[config.mk]
export PLATFORM = sky130hd
export DESIGN_NAME = pitch_amplitude_envelope_step
export DESIGN_NICKNAME = d
export VERILOG_FILES = /design/src/rtl/core/paes_pkg.sv /design/src/rtl/core/pitch_amplitude_envelope_step.sv
export SDC_FILE = /design/constraint.sdc
export NUM_CORES = 1
export LEC_CHECK = 0
export BUFFER_PORTS_ARGS = -buffer_cell sky130_fd_sc_hd__buf_4
export CORE_MARGIN = 5
export CORE_UTILIZATION = 35
export DETAILED_ROUTE_END_ITERATION = 6
export GPL_TIMING_DRIVEN = 0
export MAX_ROUTING_LAYER = met4
export SLEW_MARGIN = 20
export SYNTH_ARGS = -nofsm -noshare
export SYNTH_HDL_FRONTEND = slang
export SYNTH_SLANG_ARGS = --single-unit
[constraint.sdc]
create_clock -name clk -period 23.9 [get_ports clk]
set_input_delay 2.39 -clock clk [delete_from_list [all_inputs] [get_ports clk]]
set_output_delay 2.39 -clock clk [all_outputs]
set_load 0.02 [all_outputs]
[src/rtl/core/paes_pkg.sv]
// Shared types and constants for the pitch and amplitude envelope step block.
package paes_pkg;

	localparam int NUM_CHANNELS = 4;
	localparam int CH_W = (NUM_CHANNELS > 1) ? $clog2(NUM_CHANNELS) : 1;

	localparam logic [1:0] ACT_START   = 2'd0;
	localparam logic [1:0] ACT_TICK    = 2'd1;
	localparam logic [1:0] ACT_RELEASE = 2'd2;

	localparam logic [1:0] PH_ATTACK  = 2'd0;
	localparam logic [1:0] PH_DECAY   = 2'd1;
	localparam logic [1:0] PH_SUSTAIN = 2'd2;
	localparam logic [1:0] PH_RELEASE = 2'd3;

	localparam logic [2:0] CFG_STEP_LENGTH      = 3'd0;
	localparam logic [2:0] CFG_NO_REPEAT        = 3'd1;
	localparam logic [2:0] CFG_PITCH_INCREMENTS = 3'd2;
	localparam logic [2:0] CFG_PITCH_COUNTS     = 3'd3;
	localparam logic [2:0] CFG_AMPLITUDE_RATES  = 3'd4;
	localparam logic [2:0] CFG_AMPLITUDE_LEVELS = 3'd5;

	localparam logic [9:0] STEP_MAX = 10'd1023;

	typedef struct packed {
		logic [7:0] amp;
		logic [7:0] offset;
		logic [7:0] note;
		logic [1:0] phase;
		logic [6:0] tick;
		logic [9:0] steps;
		logic [9:0] pos;
	} chan_t;

endpackage

[src/rtl/core/pitch_amplitude_envelope_step.sv]
// Envelope step engine: per-channel state in a memory, read-modify-write pipeline.
//
// Channel   Handshake                Payload
// cfg       cfg_valid / cfg_ready    cfg_index, cfg_data
// in        in_valid / in_stall      action, channel_index, base_pitch, next_waiting
// out       out_valid / out_stall    pitch, amplitude, phase, finished
//
// One item is accepted per cycle while in_stall is low; it is registered in the compute stage
// and then in the output register, where it holds while out_stall is high.
// The channel state memory is read at acceptance and written back when the item leaves
// the compute stage; a bypass register covers back-to-back items on the same channel.
// Reset clears the configuration and the per-channel valid bits at once.
// A stalled output holds the item in the compute stage and stalls the input.
module pitch_amplitude_envelope_step (
	input  logic        clk,
	input  logic        arst_n,
	input  logic        cfg_valid,
	output logic        cfg_ready,
	input  logic [2:0]  cfg_index,
	input  logic [31:0] cfg_data,
	input  logic        in_valid,
	output logic        in_stall,
	input  logic [1:0]  action,
	input  logic [1:0]  channel_index,
	input  logic [7:0]  base_pitch,
	input  logic        next_waiting,
	output logic        out_valid,
	input  logic        out_stall,
	output logic [7:0]  pitch,
	output logic [7:0]  amplitude,
	output logic [1:0]  phase,
	output logic        finished
);

	logic [6:0]  step_len_q;
	logic        no_rep_q;
	logic [23:0] pinc_q;
	logic [23:0] pcnt_q;
	logic [31:0] rates_q;
	logic [15:0] levels_q;

	paes_pkg::chan_t mem [paes_pkg::NUM_CHANNELS];
	logic [paes_pkg::NUM_CHANNELS-1:0] vld_q;

	logic                      vld_s1;
	logic [1:0]                act_s1;
	logic [paes_pkg::CH_W-1:0] ch_s1;
	logic [7:0]                base_s1;
	logic                      wait_s1;
	logic                      range_s1;
	logic                      rvld_s1;
	logic                      fwd_s1;
	paes_pkg::chan_t           rd_s1;
	paes_pkg::chan_t           byp_q;

	logic                      out_vld_q;
	logic [7:0]                pitch_q;
	logic [7:0]                amp_q;
	logic [1:0]                phase_q;
	logic                      fin_q;

	logic                      adv;
	logic                      in_fire;
	logic                      wr_en;
	logic                      in_range;
	logic [paes_pkg::CH_W-1:0] ch_addr;
	paes_pkg::chan_t           cur;
	paes_pkg::chan_t           nxt;
	logic                      done;

	assign cfg_ready = 1'b1;
	assign adv       = !out_vld_q || !out_stall;
	assign in_stall  = vld_s1 && !adv;
	assign in_fire   = in_valid && !in_stall;
	assign wr_en     = vld_s1 && adv && range_s1;
	assign in_range  = int'(channel_index) < paes_pkg::NUM_CHANNELS;
	assign ch_addr   = paes_pkg::CH_W'(channel_index);

	always_ff @(posedge clk or negedge arst_n) begin
		if (!arst_n) begin
			step_len_q <= '0;
			no_rep_q   <= 1'b0;
			pinc_q     <= '0;
			pcnt_q     <= '0;
			rates_q    <= '0;
			levels_q   <= '0;
		end else if (cfg_valid && cfg_ready) begin
			case (cfg_index)
				paes_pkg::CFG_STEP_LENGTH:      step_len_q <= cfg_data[6:0];
				paes_pkg::CFG_NO_REPEAT:        no_rep_q   <= cfg_data[0];
				paes_pkg::CFG_PITCH_INCREMENTS: pinc_q     <= cfg_data[23:0];
				paes_pkg::CFG_PITCH_COUNTS:     pcnt_q     <= cfg_data[23:0];
				paes_pkg::CFG_AMPLITUDE_RATES:  rates_q    <= cfg_data;
				paes_pkg::CFG_AMPLITUDE_LEVELS: levels_q   <= cfg_data[15:0];
				default: ;
			endcase
		end
	end

	always_ff @(posedge clk) begin
		if (wr_en) begin
			mem[ch_s1] <= nxt;
		end
	end

	always_ff @(posedge clk) begin
		if (in_fire && in_range) begin
			rd_s1 <= mem[ch_addr];
		end
	end

	always_ff @(posedge clk) begin
		if (in_fire) begin
			act_s1   <= action;
			ch_s1    <= ch_addr;
			base_s1  <= base_pitch;
			wait_s1  <= next_waiting;
			range_s1 <= in_range;
		end
		if (wr_en) begin
			byp_q <= nxt;
		end
	end

	always_ff @(posedge clk or negedge arst_n) begin
		if (!arst_n) begin
			vld_q   <= '0;
			vld_s1  <= 1'b0;
			rvld_s1 <= 1'b0;
			fwd_s1  <= 1'b0;
		end else begin
			if (wr_en) begin
				vld_q[ch_s1] <= 1'b1;
			end
			if (in_fire) begin
				vld_s1  <= 1'b1;
				rvld_s1 <= in_range && vld_q[ch_addr];
				fwd_s1  <= wr_en && (ch_s1 == ch_addr);
			end else if (adv) begin
				vld_s1 <= 1'b0;
			end
		end
	end

	always_comb begin
		logic [9:0] n1;
		logic [9:0] n2;
		logic [9:0] n3;
		logic [9:0] total;
		logic [9:0] p;
		logic [7:0] inc;
		logic [7:0] t;
		logic [7:0] amp_v;
		cur   = fwd_s1 ? byp_q : (rvld_s1 ? rd_s1 : '0);
		nxt   = cur;
		done  = 1'b0;
		n1    = {2'b00, pcnt_q[7:0]};
		n2    = {2'b00, pcnt_q[15:8]};
		n3    = {2'b00, pcnt_q[23:16]};
		total = n1 + n2 + n3;
		p     = cur.pos;
		inc   = '0;
		t     = {1'b0, cur.tick} + 8'd1;
		amp_v = cur.amp;
		case (act_s1)
			paes_pkg::ACT_START: begin
				nxt      = '0;
				nxt.note = base_s1;
			end
			paes_pkg::ACT_TICK: begin
				if (step_len_q != 7'd0) begin
					if (t >= {1'b0, step_len_q}) begin
						nxt.tick = '0;
						if (cur.steps != paes_pkg::STEP_MAX) begin
							nxt.steps = cur.steps + 10'd1;
						end
						if (total != 10'd0) begin
							if (no_rep_q && (p >= total)) begin
								nxt.offset = '0;
							end else begin
								if (p >= total) begin
									p = '0;
								end
								if (p < n1) begin
									inc = pinc_q[7:0];
								end else if (p < n1 + n2) begin
									inc = pinc_q[15:8];
								end else begin
									inc = pinc_q[23:16];
								end
								nxt.offset = cur.offset + inc;
								p = p + 10'd1;
								if (!no_rep_q && (p >= total)) begin
									p = '0;
								end
								nxt.pos = p;
							end
						end
						case (cur.phase)
							paes_pkg::PH_ATTACK: begin
								amp_v = cur.amp + rates_q[7:0];
								if (amp_v >= levels_q[7:0]) begin
									nxt.phase = paes_pkg::PH_DECAY;
								end
							end
							paes_pkg::PH_DECAY: begin
								amp_v = cur.amp + rates_q[15:8];
								if (amp_v <= levels_q[15:8]) begin
									nxt.phase = paes_pkg::PH_SUSTAIN;
								end
							end
							paes_pkg::PH_SUSTAIN: begin
								amp_v = cur.amp + rates_q[23:16];
								if (amp_v == 8'd0) begin
									nxt.phase = paes_pkg::PH_RELEASE;
								end
							end
							default: begin
								amp_v = cur.amp + rates_q[31:24];
								done  = (amp_v == 8'd0) || wait_s1;
							end
						endcase
						nxt.amp = amp_v;
					end else begin
						nxt.tick = t[6:0];
					end
				end
			end
			paes_pkg::ACT_RELEASE: begin
				nxt.phase = paes_pkg::PH_RELEASE;
			end
			default: ;
		endcase
	end

	always_ff @(posedge clk or negedge arst_n) begin
		if (!arst_n) begin
			out_vld_q <= 1'b0;
		end else if (adv) begin
			out_vld_q <= vld_s1;
		end
	end

	always_ff @(posedge clk) begin
		if (adv && vld_s1) begin
			if (range_s1) begin
				pitch_q <= nxt.note + nxt.offset;
				amp_q   <= nxt.amp;
				phase_q <= nxt.phase;
				fin_q   <= done;
			end else begin
				pitch_q <= '0;
				amp_q   <= '0;
				phase_q <= '0;
				fin_q   <= 1'b0;
			end
		end
	end

	assign out_valid = out_vld_q;
	assign pitch     = pitch_q;
	assign amplitude = amp_q;
	assign phase     = phase_q;
	assign finished  = fin_q;

`ifndef ASSERT_OFF
	a_fin_release: assert property (@(posedge clk) disable iff (!arst_n)
		out_valid && finished |-> phase == paes_pkg::PH_RELEASE)
		else $error("finished result outside the release phase");

	a_fwd_write: assert property (@(posedge clk) disable iff (!arst_n)
		in_fire && wr_en && (ch_s1 == ch_addr) |=> fwd_s1)
		else $error("same-channel item missed the bypass");

	a_fwd_src: assert property (@(posedge clk) disable iff (!arst_n)
		vld_s1 && fwd_s1 |-> vld_q[ch_s1])
		else $error("bypass used for a channel never written");

	a_hold: assert property (@(posedge clk) disable iff (!arst_n)
		vld_s1 && !adv |=> vld_s1 && $stable(ch_s1) && $stable(act_s1))
		else $error("compute stage lost a stalled item");

	a_start_zero: assert property (@(posedge clk) disable iff (!arst_n)
		vld_s1 && adv && range_s1 && (act_s1 == paes_pkg::ACT_START)
		|=> out_valid && amplitude == 8'd0 && phase == paes_pkg::PH_ATTACK)
		else $error("start item did not clear the channel");
`endif

endmodule
**Yosys cells after proc, flatten, opt, wreduce, memory -nomap -nowiden**

Memory sizes are Yosys's and may differ from the RTL's. A register that Yosys moved wholly into a read port is not among the register bits.
Cells that the tools add are included.

- Output and inout bits: 22
- Bits in writable memories: 212
- Register bits: 187
- Memories: 1

Memory list:

| memory | words | bits a word | read ports | clocked after memory_dff | wr ports | RTL line | text |
|---|---|---|---|---|---|---|---|
| mem | 4 | 53 | 1 | 1 | 1 | pitch_amplitude_envelope_step.sv:42 | `paes_pkg::chan_t mem [paes_pkg::NUM_CHANNELS];` |

- Add/subtract/negate cells: 11
- Magnitude comparators: 10
- Reduce and logical (&&, ||, !) cells: 29
- Equal/unequal tests: 11
- Bitwise logic cells: 4
- Multiplexer cells: 44

Operators by type and width:

| operator | number |
|---|---|
| 53-bit two-way mux | 2 |
| 10-bit two-way mux | 10 |
| 8-bit two-way mux | 10 |
| 27-bit case mux with 2 select lines | 1 |
| 8-bit adder | 6 |
| 16-bit two-way mux | 2 |
| 16-bit case mux with 2 select lines | 1 |
| 29-bit two-way mux | 1 |
| 8-bit case mux with 3 select lines | 1 |
| 10-bit by 1-bit adder with 10-bit output (second input constant) | 2 |
| 10-bit greater-or-equal comparator | 2 |
| 20-bit two-way mux | 1 |
| 8-bit zero test | 2 |
| 2-bit case mux with 3 select lines | 2 |
| 2-bit AND reduction | 6 |
| 10-bit by 8-bit adder with 10-bit output | 1 |
| 10-bit by 8-bit less-than comparator with 1-bit output | 1 |
| 10-bit by 9-bit less-than comparator with 1-bit output | 1 |
| 10-bit inequality test (second input constant) | 1 |
| 10-bit nonzero test | 1 |
| 8-bit by 8-bit adder with 9-bit output | 1 |
| 7-bit by 1-bit adder with 8-bit output (second input constant) | 1 |
| 8-bit by 7-bit greater-or-equal comparator with 1-bit output | 1 |
| 8-bit greater-or-equal comparator | 1 |
| other kinds (24) | 51 |

**Logic depth before layout (Yosys ltp)**

- Word-level depth: 24
- Depth in mapped cells: 47
- Mapped depth without buffers: 45

**Least setup slack after synthesis**

No wires, ideal clock.

- Path type: register -> register
- Start point: register pcnt_q[0]
- End point: register pitch_q[7], in the netlist pitch[7] (data pin)
- Data required time: 23.641 ns
- Cell stages (with the launch flop): 45
- Path slack: 15.096 ns
- Clock period less this slack: 8.804 ns
- Data arrival time: 8.545 ns
- Cell sequence: dfrtp_1 -> ha_1 -> inv_1 -> fa_1 -> nor2b_1 -> o31a_1 -> a21oi_1 -> ha_1 -> a41oi_1 -> o21ai_0 -> o31ai_1 -> xnor2_1 -> inv_1 -> ha_1 -> nand2_1 -> o21ai_0 -> maj3_2 -> a21o_1 -> [9 not listed] -> nand2_2 -> mux2_1 -> mux2_2 -> inv_2 -> fa_1 -> inv_1 -> a21oi_1 -> o21ai_0 -> a22o_1 -> ha_1 -> a21o_1 -> a21oi_1 -> o21bai_1 -> a21oi_1 -> o21bai_1 -> a21oi_1 -> xor2_1 -> xnor2_1

RTL lines:

| item | RTL line | text |
|---|---|---|
| from (decl) | pitch_amplitude_envelope_step.sv:38 | `logic [23:0] pcnt_q;` |
| from (signal assigned) | pitch_amplitude_envelope_step.sv:92 | `paes_pkg::CFG_PITCH_COUNTS: pcnt_q <= cfg_data[23:0];` |
| to (signal assigned) | pitch_amplitude_envelope_step.sv:247 | `pitch_q <= nxt.note + nxt.offset;` |
| to (decl) | pitch_amplitude_envelope_step.sv:57 | `logic [7:0] pitch_q;` |

==> flow_summary.ini <==
[grt]
grt_pass1_wl_um = 72400
overflow = 0
grt_pass1_vias = 12300
grt_start_max_net_pins = 71
antenna_found_initial = 0
track_usage_pct = 16.0

[worst_setup_path]
critical_path.startpoint = pcnt_q[9]
endpoint = pitch[7]
path_buf_inv = 5
r2r-end = pitch[7]
worstSetupPathDepth = 43
path_class = reg -> reg
crit_family = compound AO/OA/AOI/OAI gates
crit_path_end_kind = flip-flop
reg2reg_depth = 43
arrival_ns = 11.14
r2r-start = pcnt_q[9]
reg2reg_slack_ns = 13.06
critPathMaxFanout = 10
max_stage_delay_ns = 0.43
worst_path_max_delay_cell = fa_1
cp-start-kind = flip-flop
critPathRequiredTime_ns = 24.20

[yosys]
synth_most_common_cell = edfxtp_1
syn_area_per_cell_um2 = 14.0
synth_area_leaders = edfxtp_1 44%, dfrtp_1 15%, ha_1 7.4%, mux2_2 5.8%, mux4_2 5.6%
synth.area.mux_share_pct = 12.1
synthSimpleGateAreaFrac_pct = 5.26
netlist_area_mm2 = 0.0193
synth-compound-area-share_pct = 9.98
yosys_register_bits = 392
synth_commonest_cells = 280 x edfxtp_1, 114 x ha_1, 112 x dfrtp_1, 99 x mux2_2, 83 x inv_1
synth_fa_ha_area_share_pct = 8.34
synth_xor_area_share_pct = 3.18
synth_cell_type_count = 73
synthArstFlopShare_pct = 28.6
synth_top_family_by_area = multiplexers
netlist.area_leader.share_pct = 43.6
synth_area_leader_cell = edfxtp_1
netlist_instances = 1379
synth_nets = 1554
synth.yosys.seq_area_share_pct = 58.2
synth_flop_cell = edfxtp_1
yosysWarningCount = 0
synth_edf_count = 280

[clocking]
cts_root_buf = clkbuf_16
htree_levels = 2
hold_buffers = 0
numCtsBuffers = 41
clock-sinks = 392
clk_pin_slew_ns = 0.06
cts_tree = yes
cts_resized = 0
clock_latency_ns = 0.58
cts_setup_buffers = 0
cts_buffer_depth = 3

[floorplan]
row_count = 86
io_pins = 75
die_h_um = 245
start_util_pct = 35.1
core_mm2 = 0.0549
die-width_um = 245
dieArea_mm2 = 0.0599

[placement]
io_buffer_count = 72
hpwl_um = 33800
globalplace.congestion = 0.871
place_area_mm2 = 0.0210

[routing]
routedWlPerCell_um = 20.8
drc_errors = 0
wl_um = 46700
drtAntennaViolNets = 0
via_per_inst = 5.24
num_vias = 11800
dr.pass1.iters = 5
drt_iter0_drc = 721

[final_layout]
antenna_cells = 0
final_util_pct = 40.6
nets = 1684
area_delta_synth_final_pct = 15.5
layout-drive-gt1-share_pct = 21.5
finalInstanceArea_mm2 = 0.0223

[sta]
setup_violations = 0
fin_crit_sh_pct = 45.4
whs_ns = 0.467
fmax_ghz = 0.0922
worst_slew_pin_slew_ns = 1.07
fin_tns_setup_ns = 0
rsz0062_at_grt = false
hold_viol = 0
period_minus_slack_ns = 10.84
slew_headroom_pct = 28.2
slew_violations = 0
fin_skew_ns = 0.0245

[pwr]
p_leak_nw = 8.65
ir_drop_uv = 54.8
power_density_mw_per_mm2 = 116

[run]
maxCapViolCount = 0

[outcome]
status = completed

[min_path]
hp-class = reg -> reg
per-layer routing:
metal  vias to the layer above  global-route usage, %  share of wire [%]
met5                         -                      -                  0
met4                         0                   4.08                2.1
met3                        63                   2.53                4.8
met2                       269                   25.0                 46
met1                      5937                   22.1                 47
li1                       5489                      -                  -
power breakdown:
group	leakage (nW)	switching [mW]	internal, mW
combinational	4.07	0.630	0.445
sequential	3.96	0.0418	0.855
clock	0.620	0.265	0.352
total	8.65	0.937	1.65
how the worst min path moves through the flow:
stage               startpoint  endpoint  slack [ns]  depth (start not counted)
global route          vld_q[0]  vld_q[0]        0.50                          1
CTS                   vld_q[0]  vld_q[0]        0.47                          1
finish                vld_q[0]  vld_q[0]        0.47                          1
detailed placement    vld_q[0]  vld_q[0]        0.45                          1
global placement      vld_q[2]  vld_q[2]        0.45                          1
floorplan             vld_q[2]  vld_q[2]        0.43                          1
registers in the layout (all words and copies together) (netlist names), 2 cells and up:
signal / count
byp_q: 35
act_s1: 2
vld_q: 4
levels_q: 16
ch_s1: 2
pitch: 8
pcnt_q: 24
pinc_q: 24
amplitude: 8
rd_s1: 43
step_len_q: 7
mem: 172
rates_q: 32
base_s1: 8
cell usage in the layout, fill, tap and decap left out, types with 20 or more instances in the layout:
master / count
a22o_1: 35
o21bai_1: 20
buf_4: 89
ha_1: 114
edfxtp_1: 280
dfrtp_1: 112
xnor2_1: 51
clkbuf_16: 42
a21o_1: 25
a21oi_1: 71
mux2_2: 99
nand2_1: 55
nor2_1: 77
o21ai_0: 41
a22oi_1: 21
mux4_2: 48
inv_1: 81
clkbuf_1: 46
metrics by stage:
step                      power, mW  std cells  worst slack [ns]
final                          2.59       2243             13.06
after global routing           2.77       2243             12.45
after CTS                      2.61       2242             13.17
after detailed placement       1.97       2169             13.26
after global placement         1.94       2155             13.35
after floorplan                1.68       1379             15.10
worst register-to-register path: cells and delay by family, from the launching register on:
kind	cells	cell delay (ns)
simple gates	6	1.20
buf+inv	5	1.06
fa+ha+maj	8	2.68
xor+xnor	4	0.78
flops	1	0.41
compound gates	19	4.29
mux	1	0.15
cell type report:
class	count	area, um2
repair buffers	87	791
fillers	5122	32600
flip-flops and latches	392	11200
well taps	704	881
plain buffers	57	263
inverters	84	320
multi-input cells	846	7510
clock buffers	55	1120
clock inverters	18	165
cell families (layout without fill, tap and decap cells):
kind of cell / count (synthesis) / in the layout
adder cells (fa/ha/maj): 124 / 124
buffers and inverters: 141 / 301
multiplexers: 160 / 160
AO/OA/AOI/OAI: 277 / 277
other: 1 / 1
XOR/XNOR: 70 / 70
AND/OR/NAND/NOR: 214 / 214
flip-flops: 392 / 392
Note: power is estimated with default switching activity, not from simulation.
